==> src/gne_pkg.sv <==
// package for the gate netlist evaluator: sizes, codes, payload types, gate function
`default_nettype none

package gne_pkg;

    localparam int MAX_GATES  = 12;
    localparam int MAX_INPUTS = 3;
    localparam int SIG_COUNT  = MAX_INPUTS + MAX_GATES;

    localparam int SIG_W      = 4;
    localparam int GID_W      = 4;
    localparam int CNT_W      = 4;
    localparam int ROW_W      = 3;
    localparam int N_W        = 2;
    localparam int LIVE_W     = 5;
    localparam int KIND_W     = 3;
    localparam int CMD_W      = 3;
    localparam int PALETTE_W  = 6;
    localparam int TARGET_W   = 8;
    localparam int CFG_IDX_W  = 2;
    localparam int CFG_DATA_W = 8;

    localparam logic [N_W-1:0]       INPUT_COUNT_RESET = 2'd2;
    localparam logic [PALETTE_W-1:0] PALETTE_RESET     = 6'h0f;
    localparam logic [TARGET_W-1:0]  TARGET_RESET      = 8'h08;

    typedef enum logic [CMD_W-1:0] {
        CMD_ADD    = 3'd0,
        CMD_REMOVE = 3'd1,
        CMD_CLEAR  = 3'd2,
        CMD_PROBE  = 3'd3,
        CMD_EVAL   = 3'd4,
        CMD_CHECK  = 3'd5
    } cmd_t;

    typedef enum logic [KIND_W-1:0] {
        KIND_NOT  = 3'd0,
        KIND_AND  = 3'd1,
        KIND_OR   = 3'd2,
        KIND_XOR  = 3'd3,
        KIND_NAND = 3'd4,
        KIND_NOR  = 3'd5
    } gate_kind_t;

    typedef enum logic [1:0] {
        STAT_OK     = 2'd0,
        STAT_REJECT = 2'd1,
        STAT_EMPTY  = 2'd2
    } status_t;

    typedef enum logic [CFG_IDX_W-1:0] {
        CFG_INPUT_COUNT = 2'd0,
        CFG_PALETTE     = 2'd1,
        CFG_TARGET      = 2'd2
    } cfg_index_t;

    typedef enum logic [1:0] {
        S_IDLE,
        S_SWEEP,
        S_TEST,
        S_RESP
    } seq_state_t;

    typedef struct packed {
        logic [CMD_W-1:0]  cmd;
        logic [KIND_W-1:0] gate_kind;
        logic [SIG_W-1:0]  first_source;
        logic [SIG_W-1:0]  second_source;
        logic [SIG_W-1:0]  probe_index;
        logic [ROW_W-1:0]  row;
    } req_t;

    typedef struct packed {
        logic [1:0]       status;
        logic             bit_value;
        logic [GID_W-1:0] new_gate_id;
        logic [CNT_W-1:0] gate_count;
    } rsp_t;

    function automatic logic gate_eval(logic [KIND_W-1:0] kind, logic a, logic b);
        logic y;
        case (kind)
            KIND_NOT:  y = ~a;
            KIND_AND:  y = a & b;
            KIND_OR:   y = a | b;
            KIND_XOR:  y = a ^ b;
            KIND_NAND: y = ~(a & b);
            KIND_NOR:  y = ~(a | b);
            default:   y = 1'b0;
        endcase
        return y;
    endfunction

    // primary input values of one row, first input on the row's top bit
    function automatic logic [MAX_INPUTS-1:0] input_bits(logic [ROW_W-1:0] r,
                                                         logic [N_W-1:0] n);
        logic [MAX_INPUTS-1:0] v;
        logic [N_W-1:0]        pos;
        v = '0;
        for (int i = 0; i < MAX_INPUTS; i++)
        begin
            pos = n - N_W'(1) - N_W'(i);
            if (N_W'(i) < n)
            begin
                v[i] = r[pos];
            end
        end
        return v;
    endfunction

endpackage

`default_nettype wire

==> src/gate_netlist_evaluator_top.sv <==
// top level of the gate netlist evaluator: command decode, gate store and sweep sequencer
`default_nettype none

// Gate netlist evaluator. Holds an ordered list of up to twelve two-input
// gates, each fed by primary inputs or earlier gates, and runs one command
// per request transfer: add, remove last, clear, probe a signal on a row,
// evaluate the last gate on a row, or check the last gate against the
// target truth table. One gate evaluation unit walks the list, one gate per
// cycle, writing each output into a signal register. Add, remove, clear and
// every rejected or empty case go straight to the response; probe and eval
// sweep every gate present once, and check sweeps the list once per row
// tried, stopping at the first mismatch, with up to 2^input_count rows. The
// response then sits in its own register until its transfer, and the block
// takes the next request in the cycle after that. Configuration writes
// (input_count, palette_mask, target_table) are taken at any cycle the
// write enable is high and are expected only while the block is idle.
module gate_netlist_evaluator_top (
    input  wire logic                        clk,
    input  wire logic                        rst_n,
    input  wire logic                        req_valid,
    output logic                             req_ready,
    input  wire gne_pkg::req_t               req,
    output logic                             rsp_valid,
    input  wire logic                        rsp_ready,
    output gne_pkg::rsp_t                    rsp,
    input  wire logic                        cfg_we,
    input  wire logic [gne_pkg::CFG_IDX_W-1:0]  cfg_index,
    input  wire logic [gne_pkg::CFG_DATA_W-1:0] cfg_data
);
    import gne_pkg::*;

    // configuration registers
    logic [N_W-1:0]       input_count_reg;
    logic [PALETTE_W-1:0] palette_reg;
    logic [TARGET_W-1:0]  target_reg;

    // sequencer and datapath registers
    seq_state_t           state_reg, state_next;
    logic [CNT_W-1:0]     count_reg, count_next;
    logic [SIG_COUNT-1:0] sig_reg, sig_next;
    logic [GID_W-1:0]     k_reg, k_next;
    logic [ROW_W-1:0]     row_reg, row_next;
    logic [CMD_W-1:0]     cmd_reg, cmd_next;
    logic [SIG_W-1:0]     probe_reg, probe_next;
    rsp_t                 rsp_reg, rsp_next;

    // gate store, written on add only
    logic [KIND_W-1:0]    type_mem [MAX_GATES];
    logic [SIG_W-1:0]     src1_mem [MAX_GATES];
    logic [SIG_W-1:0]     src2_mem [MAX_GATES];
    logic                 store_we;
    logic [SIG_W-1:0]     store_src2;

    // derived values
    logic [N_W-1:0]       n_eff;
    logic [LIVE_W-1:0]    live;
    logic [ROW_W:0]       rows_span;
    logic [ROW_W-1:0]     last_row;
    logic [ROW_W-1:0]     req_row;

    // decode of the offered request
    logic                 accept;
    logic                 add_ok;
    logic                 sweep_cmd;
    logic [SIG_W-1:0]     src2_eff;
    logic [TARGET_W-1:0]  palette_ext;

    // shared gate unit
    logic [LIVE_W-1:0]    own_idx;
    logic [SIG_W-1:0]     sa, sb;
    logic                 op_a, op_b, gate_out;

    // end of sweep compare
    logic [SIG_W-1:0]     out_idx;
    logic                 out_sig, want, match;
    logic                 last_gate;
    logic                 more_rows;

    // input count saturates into 1..MAX_INPUTS
    always_comb
    begin
        if (input_count_reg == N_W'(0))
        begin
            n_eff = N_W'(1);
        end
        else if (input_count_reg > N_W'(MAX_INPUTS))
        begin
            n_eff = N_W'(MAX_INPUTS);
        end
        else
        begin
            n_eff = input_count_reg;
        end
    end

    assign live      = LIVE_W'(n_eff) + LIVE_W'(count_reg);
    assign rows_span = ((ROW_W + 1)'(1) << n_eff) - (ROW_W + 1)'(1);
    assign last_row  = rows_span[ROW_W-1:0];
    assign req_row   = (req.row > last_row) ? last_row : req.row;

    assign req_ready = (state_reg == S_IDLE);
    assign accept    = req_valid && req_ready;

    // add checks: known kind, in palette, room left, sources already defined
    assign palette_ext = TARGET_W'(palette_reg);
    assign src2_eff    = (req.gate_kind == KIND_NOT) ? req.first_source : req.second_source;
    assign add_ok      = (req.gate_kind <= KIND_NOR)
                      && palette_ext[req.gate_kind]
                      && (count_reg < CNT_W'(MAX_GATES))
                      && (LIVE_W'(req.first_source) < live)
                      && (LIVE_W'(src2_eff) < live);

    always_comb
    begin
        case (req.cmd)
            CMD_PROBE: sweep_cmd = (LIVE_W'(req.probe_index) < live);
            CMD_EVAL:  sweep_cmd = (count_reg != CNT_W'(0));
            CMD_CHECK: sweep_cmd = (count_reg != CNT_W'(0));
            default:   sweep_cmd = 1'b0;
        endcase
    end

    // shared gate unit: evaluates gate k_reg; a source at or above its own index reads 0
    assign own_idx  = LIVE_W'(n_eff) + LIVE_W'(k_reg);
    assign sa       = src1_mem[k_reg];
    assign sb       = src2_mem[k_reg];
    assign op_a     = (LIVE_W'(sa) < own_idx) ? sig_reg[sa] : 1'b0;
    assign op_b     = (LIVE_W'(sb) < own_idx) ? sig_reg[sb] : 1'b0;
    assign gate_out = gate_eval(type_mem[k_reg], op_a, op_b);

    assign last_gate = (k_reg == GID_W'(count_reg - CNT_W'(1)));

    // last gate output against the target row
    assign out_idx   = SIG_W'(live - LIVE_W'(1));
    assign out_sig   = sig_reg[out_idx];
    assign want      = target_reg[row_reg];
    assign match     = (out_sig == want);
    assign more_rows = (cmd_reg == CMD_CHECK) && match && (row_reg != last_row);

    // next state
    always_comb
    begin
        state_next = state_reg;
        case (state_reg)
            S_IDLE:
            begin
                if (accept)
                begin
                    if (!sweep_cmd)
                    begin
                        state_next = S_RESP;
                    end
                    else if (count_reg == CNT_W'(0))
                    begin
                        state_next = S_TEST;
                    end
                    else
                    begin
                        state_next = S_SWEEP;
                    end
                end
            end
            S_SWEEP:
            begin
                if (last_gate)
                begin
                    state_next = S_TEST;
                end
            end
            S_TEST:
            begin
                state_next = more_rows ? S_SWEEP : S_RESP;
            end
            S_RESP:
            begin
                if (rsp_ready)
                begin
                    state_next = S_IDLE;
                end
            end
            default:
            begin
                state_next = S_IDLE;
            end
        endcase
    end

    // datapath next values
    always_comb
    begin
        count_next = count_reg;
        sig_next   = sig_reg;
        k_next     = k_reg;
        row_next   = row_reg;
        cmd_next   = cmd_reg;
        probe_next = probe_reg;
        rsp_next   = rsp_reg;
        store_we   = 1'b0;
        store_src2 = src2_eff;

        case (state_reg)
            S_IDLE:
            begin
                if (accept)
                begin
                    cmd_next   = req.cmd;
                    probe_next = req.probe_index;
                    row_next   = (req.cmd == CMD_CHECK) ? ROW_W'(0) : req_row;
                    k_next     = GID_W'(0);
                    sig_next[MAX_INPUTS-1:0] = input_bits(
                        (req.cmd == CMD_CHECK) ? ROW_W'(0) : req_row, n_eff);

                    rsp_next.status      = STAT_OK;
                    rsp_next.bit_value   = 1'b0;
                    rsp_next.new_gate_id = GID_W'(0);
                    case (req.cmd)
                        CMD_ADD:
                        begin
                            if (add_ok)
                            begin
                                store_we             = 1'b1;
                                rsp_next.new_gate_id = GID_W'(count_reg);
                                count_next           = count_reg + CNT_W'(1);
                            end
                            else
                            begin
                                rsp_next.status = STAT_REJECT;
                            end
                        end
                        CMD_REMOVE:
                        begin
                            if (count_reg == CNT_W'(0))
                            begin
                                rsp_next.status = STAT_EMPTY;
                            end
                            else
                            begin
                                count_next = count_reg - CNT_W'(1);
                            end
                        end
                        CMD_CLEAR:
                        begin
                            count_next = CNT_W'(0);
                        end
                        CMD_PROBE:
                        begin
                            if (!sweep_cmd)
                            begin
                                rsp_next.status = STAT_REJECT;
                            end
                        end
                        CMD_EVAL, CMD_CHECK:
                        begin
                            if (!sweep_cmd)
                            begin
                                rsp_next.status = STAT_EMPTY;
                            end
                        end
                        default:
                        begin
                            rsp_next.status = STAT_REJECT;
                        end
                    endcase
                    rsp_next.gate_count = count_next;
                end
            end
            S_SWEEP:
            begin
                sig_next[own_idx[SIG_W-1:0]] = gate_out;
                k_next = k_reg + GID_W'(1);
            end
            S_TEST:
            begin
                case (cmd_reg)
                    CMD_PROBE: rsp_next.bit_value = sig_reg[probe_reg];
                    CMD_EVAL:  rsp_next.bit_value = out_sig;
                    CMD_CHECK: rsp_next.bit_value = match;
                    default:   rsp_next.bit_value = 1'b0;
                endcase
                if (more_rows)
                begin
                    row_next = row_reg + ROW_W'(1);
                    k_next   = GID_W'(0);
                    sig_next[MAX_INPUTS-1:0] = input_bits(row_reg + ROW_W'(1), n_eff);
                end
            end
            S_RESP:
            begin
            end
            default:
            begin
            end
        endcase
    end

    // outputs
    assign rsp_valid = (state_reg == S_RESP);
    assign rsp       = rsp_reg;

    // control state and configuration
    always_ff @(posedge clk or negedge rst_n)
    begin
        if (!rst_n)
        begin
            state_reg       <= S_IDLE;
            count_reg       <= '0;
            input_count_reg <= INPUT_COUNT_RESET;
            palette_reg     <= PALETTE_RESET;
            target_reg      <= TARGET_RESET;
        end
        else
        begin
            state_reg <= state_next;
            count_reg <= count_next;
            if (cfg_we)
            begin
                case (cfg_index)
                    CFG_INPUT_COUNT: input_count_reg <= cfg_data[N_W-1:0];
                    CFG_PALETTE:     palette_reg     <= cfg_data[PALETTE_W-1:0];
                    CFG_TARGET:      target_reg      <= cfg_data[TARGET_W-1:0];
                    default:
                    begin
                    end
                endcase
            end
        end
    end

    // payload registers, no reset
    always_ff @(posedge clk)
    begin
        sig_reg   <= sig_next;
        k_reg     <= k_next;
        row_reg   <= row_next;
        cmd_reg   <= cmd_next;
        probe_reg <= probe_next;
        rsp_reg   <= rsp_next;
    end

    // gate store write at the next free slot
    always_ff @(posedge clk)
    begin
        if (store_we)
        begin
            type_mem[count_reg] <= req.gate_kind;
            src1_mem[count_reg] <= req.first_source;
            src2_mem[count_reg] <= store_src2;
        end
    end

`ifndef ASSERT_OFF
    // no request transfer while a response is pending
    a_busy_while_resp: assert property (@(posedge clk) disable iff (!rst_n)
        rsp_valid |-> !req_ready)
        else $error("request taken while response pending");

    // gate list never grows past capacity
    a_count_bound: assert property (@(posedge clk) disable iff (!rst_n)
        count_reg <= CNT_W'(MAX_GATES))
        else $error("gate count past capacity");

    // the sweep never walks past the last gate present
    a_sweep_bound: assert property (@(posedge clk) disable iff (!rst_n)
        (state_reg == S_SWEEP) |-> (k_reg < count_reg))
        else $error("sweep index past last gate");

    // the count changes only on the cycle a request transfers
    a_count_stable: assert property (@(posedge clk) disable iff (!rst_n)
        !accept |=> $stable(count_reg))
        else $error("gate count changed without a request");
`endif

endmodule

`default_nettype wire
==> config.mk <==
export PLATFORM = sky130hd
export DESIGN_NAME = gate_netlist_evaluator_top
export DESIGN_NICKNAME = d
export VERILOG_FILES = /design/src/gne_pkg.sv /design/src/gate_netlist_evaluator_top.sv
export SDC_FILE = /design/constraint.sdc
export NUM_CORES = 1
export LEC_CHECK = 0
export BUFFER_PORTS_ARGS = -buffer_cell sky130_fd_sc_hd__buf_2
export CAP_MARGIN = 20
export CORE_MARGIN = 4
export CORE_UTILIZATION = 25
export DETAILED_ROUTE_END_ITERATION = 10
export PLACE_DENSITY = 0.48
export SLEW_MARGIN = 15
export SYNTH_ARGS = -nofsm -noshare
export SYNTH_HDL_FRONTEND = slang
export SYNTH_SLANG_ARGS = --single-unit
==> constraint.sdc <==
create_clock -name clk -period 3.8 [get_ports clk]
set_input_delay 0.57 -clock clk [delete_from_list [all_inputs] [get_ports clk]]
set_output_delay 0.57 -clock clk [all_outputs]
set_load 0.1 [all_outputs]
# After elaboration in Yosys (flattened, before gate mapping)
# Memories as Yosys holds them, arrays and structs flattened. A register that Yosys moved wholly into a read port is not among the register bits.
# Cells that the tools add are included.
[word_totals] ff_bits=62 ramBits=132 out_inout_bits=13 n_memories=3
[op_classes] add_sub_neg=11 order_cmp=23 n_eq_ne=25 shifts=1 muxes=80 bitwise=6 reduce_logical=28
[memory_table] memory="src1_mem" words=12 word_bits=4 read_ports=1 rd_clocked_by_memory_dff=1 write_ports=1 line="gate_netlist_evaluator_top.sv:49" rtl="logic [SIG_W-1:0] src1_mem [MAX_GATES];"
[memory_table] memory="src2_mem" words=12 word_bits=4 read_ports=1 rd_clocked_by_memory_dff=1 write_ports=1 line="gate_netlist_evaluator_top.sv:50" rtl="logic [SIG_W-1:0] src2_mem [MAX_GATES];"
[memory_table] memory="type_mem" words=12 word_bits=3 read_ports=1 rd_clocked_by_memory_dff=1 write_ports=1 line="gate_netlist_evaluator_top.sv:48" rtl="logic [KIND_W-1:0] type_mem [MAX_GATES];"
[ops] operator="4-bit 2-to-1 mux" n=10
[ops] operator="1-bit 2-to-1 mux" n=29
[ops] operator="4-bit by 5-bit < comparator with 1-bit output" n=5
[ops] operator="4-bit by 5-bit < comparator with 1-bit output (second input constant)" n=5
[ops] operator="4-bit case mux with 3 select lines" n=2
[ops] operator="2-bit 2-to-1 mux" n=10
[ops] operator="3-bit == test (second input constant)" n=6
[ops] operator="3-bit 2-to-1 mux" n=6
[ops] operator="1-bit binary-select mux with 4-bit select" n=4
[ops] operator="15-bit bitwise mux" n=1
[ops] operator="3-bit by 2-bit == test with 1-bit output (second input constant)" n=5
[ops] operator="1-bit binary-select mux with 2-bit select" n=6
[ops] operator="2-bit AND reduction" n=6
[ops] operator="2-bit by 4-bit adder with 5-bit output" n=2
[ops] operator="2-bit case mux with 5 select lines" n=1
[ops] operator="3-bit zero test" n=3
[ops] operator="2-bit by 3-bit < comparator with 1-bit output (second input constant)" n=3
[ops] operator="9-bit 2-to-1 mux" n=1
[ops] operator="3-bit case mux with 3 select lines" n=1
[ops] operator="3-bit AND reduction" n=3
[ops] operator="4-bit by 1-bit adder with 4-bit output (second input constant)" n=2
[ops] operator="1-bit logical AND" n=8
[ops] operator="3-bit by 4-bit < comparator with 1-bit output (second input constant)" n=2
[ops] operator="2-bit case mux with 4 select lines" n=1
[ops] operator="other kinds (37)" n=52

# Depth between registers and ports, before layout
[depth] ltp_word=13 ltp_mapped=18 ltp_nobuf=16

# Worst setup path before layout
# Ideal clock, no wire load.
[synth_path] path_type="register to register" start="register input_count_reg[1]" end="register k_reg[0], enable pin" t_arrival_ns=3.862 required_ns=3.481 path_slack_ns=-0.382 path_stages_with_launch=17 n_path_buf=3 cell_sequence="dfstp_2 buf_2 buf_1 nand2b_1 ha_1 ha_1 inv_1 ha_1 xnor3_1 mux4_2 a211oi_1 a21oi_2 xor2_1 a41oi_1 or3_1 clkbuf_1 inv_1"
[synth_between] elab_chain_len=12 word_cells_on_any_way=16 classes_between="3 x add/sub; 1 x order compare; 3 x eq/ne; 1 x shift; 4 x mux; 4 x reduce/logical"
[synth_lines] element="from (decl)" line="gate_netlist_evaluator_top.sv:33" rtl="logic [N_W-1:0] input_count_reg;"
[synth_lines] element="from (signal assigned)" line="gate_netlist_evaluator_top.sv:318" rtl="CFG_INPUT_COUNT: input_count_reg <= cfg_data[N_W-1:0];"
[synth_lines] element="2-bit greater-than comparator" line="gate_netlist_evaluator_top.sv:86" rtl="else if (input_count_reg > N_W'(MAX_INPUTS))"
[synth_lines] element="2-bit 2-to-1 mux" line="gate_netlist_evaluator_top.sv:86"
[synth_lines] element="2-bit 2-to-1 mux (*)" line="gate_netlist_evaluator_top.sv:82" rtl="if (input_count_reg == N_W'(0))"
[synth_lines] element="2-bit by 4-bit adder with 5-bit output" line="gate_netlist_evaluator_top.sv:96" rtl="assign live = LIVE_W'(n_eff) + LIVE_W'(count_reg);"
[synth_lines] element="4-bit by 1-bit subtractor with 4-bit output" line="gate_netlist_evaluator_top.sv:134" rtl="assign out_idx = SIG_W'(live - LIVE_W'(1));"
[synth_lines] element="1-bit binary-select mux with 4-bit select" line="gate_netlist_evaluator_top.sv:135" rtl="assign out_sig = sig_reg[out_idx];"
[synth_lines] element="1-bit 2-to-1 mux (implied by the code)" line="gate_netlist_evaluator_top.sv:135"
[synth_lines] element="1-bit == test" line="gate_netlist_evaluator_top.sv:137" rtl="assign match = (out_sig == want);"
[synth_lines] element="1-bit logical AND" line="gate_netlist_evaluator_top.sv:138" rtl="assign more_rows = (cmd_reg == CMD_CHECK) && match && (row_reg != last_row);"
[synth_lines] element="1-bit logical AND (*)" line="gate_netlist_evaluator_top.sv:138"
[synth_lines] element="2-bit != test (no line) (*)"
[synth_lines] element="3-bit AND reduction (no line) (*)"
[synth_lines] element="to (signal assigned)" line="gate_netlist_evaluator_top.sv:333" rtl="k_reg <= k_next;"
[synth_lines] element="to (decl)" line="gate_netlist_evaluator_top.sv:41" rtl="logic [GID_W-1:0] k_reg, k_next;"
# Every way passes the cells marked *; elsewhere a longest branch is shown, timed or not. The select of a mux whose other input is x is not followed.
# A chain may end at the register's enable or synchronous reset.

==> results.toml <==
[global_routing]
grt_pass1_wl_um = 42840
overflow = 0
grt_use_total = 0.1268
antenna_found_initial = 2
grt_max_degree = 33
grt_pass1_vias = 6861

[finish]
design_area_mm2 = 0.01277
n_antenna_cell = 0
largestRegisters = "src1_mem: 48 flops, src2_mem: 48 flops, type_mem: 36 flops"
final_nets = 955
fillers = 4054
drive_gt1_frac = 0.3780
stdcell_count = 1427
final_core_util = 0.3192
area_growth_pct = 25.15

[clocking]
cts_tree = "yes"
clockBufferDepth = 2
cts-hold-fix-buffers = 0
clkTransAtPathRegs_ps = 80
cts_buffers = 17
cts_max_level = 4
clock_sinks = 198
cts_root_buffer = "clkbuf_16"
insertion_delay_ps = 440

[power]
switchingPower_mw = 4.146
p_total_mw = 10.11
peakVddDrop_v = 0.0003607
p_clk_frac = 0.180
switching_share = 0.4102
seqPwrFrac = 0.292
p_leak_nw = 4.509
power_density_mw_per_mm2 = 791.4
pwr-share-comb = 0.527
p_int_mw = 5.961

[timing]
timing.fmax_ghz = 0.2686
clock_skew_ps = 9.858
rsz0062_at_grt = "true"
slew_violations = 0
hold_viol = 0
layout_min_cycle_time_ps = 3723
worst_slew_pin_slew_ps = 834.3
setup_viol = 0
setup_tns_ps = 0
slew_headroom = 0.4379
setup_ws_ps = 76.89
period_share = 0.9798
timing.hold.ws_ps = 107.4

[synth]
synth_ff_type = "edfxtp_1"
synth.area.top_cells = "edfxtp_1 51%, mux4_2 7.5%, dfrtp_1 3.9%"
synth_top_area_cell = "edfxtp_1"
ys_seq_area_frac = 0.5687
syn-num-nets = 815
yosysUniqueCellTypes = 84
synth_top_area_share = 0.5062
syn_inst = 749
synth_edf_count = 172
postSynthAreaPerCell_um2 = 13.62
synth-seq-cells = 198
netlist_area_mm2 = 0.01020
yosys_warnings = 0
postSynth.asyncResetShare = 0.1111

[placement]
place_area_mm2 = 0.01163
gp_congestion = 0.8288
dp.cells = 1372
dp_slack_ps = -406.9
io_buffers = 48
dp_hpwl_um = 20620

[critical_path]
critPathRequiredTime_ps = 3960
r2r-end = "sig_reg[3]"
r2r_cells = 16
end_kind = "flip-flop"
critPathLaunchType = "flip-flop"
endpoint = "sig_reg[3]"
arrival_ps = 3880
worstSetupPathType = "reg2reg"
reg2reg_slack_ps = 80
critPathMaxFanout = 7

[die]
num_rows = 73
die-width_um = 210.0
die_h_um = 210.0
initial_core_util = 0.2551
dieArea_mm2 = 0.04411
io_pins = 49
core_mm2 = 0.04001

[hold_path]
min_path_type = "in2async"

[drt]
via_per_inst = 4.867
vias = 6945
first_iter_violations = 403
antenna_left = 0
met2_wirelength_um = 13870
wl_per_cell_um = 20.30
met1_length_um = 13710
top_layer = "met5"
firstDrtPassIters = 5
drc = 0
wl_met3_um = 895
wirelength_um = 28970

[status]
status = "finished, final reports clean"

[flow_run]
cap_violations = 0
cell usage after synthesis (8+ instances only):
library cell and count:
a21oi_1 19, a31oi_1 15, and2_1 18, clkbuf_1 14, dfrtp_1 16, edfxtp_1 172, ha_1 30, inv_1 28
mux2_2 28, mux2i_1 28, mux4_2 34, nand2_1 52, nand2b_1 8, nand3_1 17, nor2_1 41, nor2b_1 8
nor3_1 9, o21ai_0 37, o22ai_1 8, xnor2_1 14
critical path, cell delays in order (launching register included):
cell and delay [ps]:
dfxtp_4 390, buf_6 140, buf_6 120, mux2i_1 110, mux4_2 550, o21ai_4 350
buf_6 150, o2111ai_1 90, o21ai_1 130, a211oi_2 120, nor3_4 280, ha_4 180
nor4_2 50, a31oi_4 210, o31ai_4 130, a31oi_4 230, clkinvlp_4 190
worst min path at each step:
| stage | end | slack (ps) |
|---|---|---|
| 2_1_floorplan | count_reg[0] | 270 |
| 3_3_place_gp | target_reg[0] | 480 |
| 3_5_place_dp | target_reg[5] | 500 |
| 4_1_cts | palette_reg[4] | 100 |
| 5_1_grt | palette_reg[4] | 120 |
| 6_report | palette_reg[4] | 110 |
power by group through the flow:
stage          registers (mW)  logic [mW]  clock network [mW]
2_1_floorplan            3.07        3.00                   0
3_3_place_gp             2.99        4.61                   0
3_5_place_dp             2.99        4.61                   0
4_1_cts                  2.94        4.68                1.86
5_1_grt                  2.98        5.79                1.96
6_report                 2.95        5.33                1.82
what timing repair did:
action | 4_1_cts | 5_1_grt
pin swaps | 3 | 26
buffers inserted | 2 | 14
endpoints found under the setup margin | 141 | 147
gates cloned | 1 | 7
resized for setup | 18 | 75
endpoints found under the hold margin | 0 | 0
layout make-up:
class	instances	area, um^2	area share
Clock buffer	17	425.4	0.03331
Clock inverter	15	175.2	0.01372
Inverter	30	117.6	0.009210
Multi-Input combinational cell	496	4494	0.3520
Sequential cell	198	5809	0.4549
Tap cell	525	656.9	0.05144
Timing Repair Buffer	145	1084	0.08485
Timing Repair inverter	1	7.507	0.0005879
placed cells by master, fill, tap and decap left out, drive strengths merged, types with 21 or more instances in the layout:
cell / count
inv: 36
a21oi: 21
buf: 145
mux2i: 28
ha: 30
nand2: 55
and2: 25
mux2: 31
nor2: 41
mux4: 34
o21ai: 40
edfxtp: 172
metal layers:
metal,vias up,GRT usage
li1,3218,-
met1,3552,0.1766
met2,143,0.2059
met3,30,0.01905
met4,2,0.03825
met5,-,0
kinds of logic after synthesis:
family          after synthesis  share of synthesized area
simple gates                185                    0.09234
flops                       198                     0.5687
xor+xnor                     21                    0.01937
compound gates              157                     0.1133
fa+ha+maj                    32                    0.03875
mux                          93                     0.1371
buf+inv                      62                    0.03004
other cells                   1                  0.0003675
No activity file was read; power rests on OpenSTA's default activity.
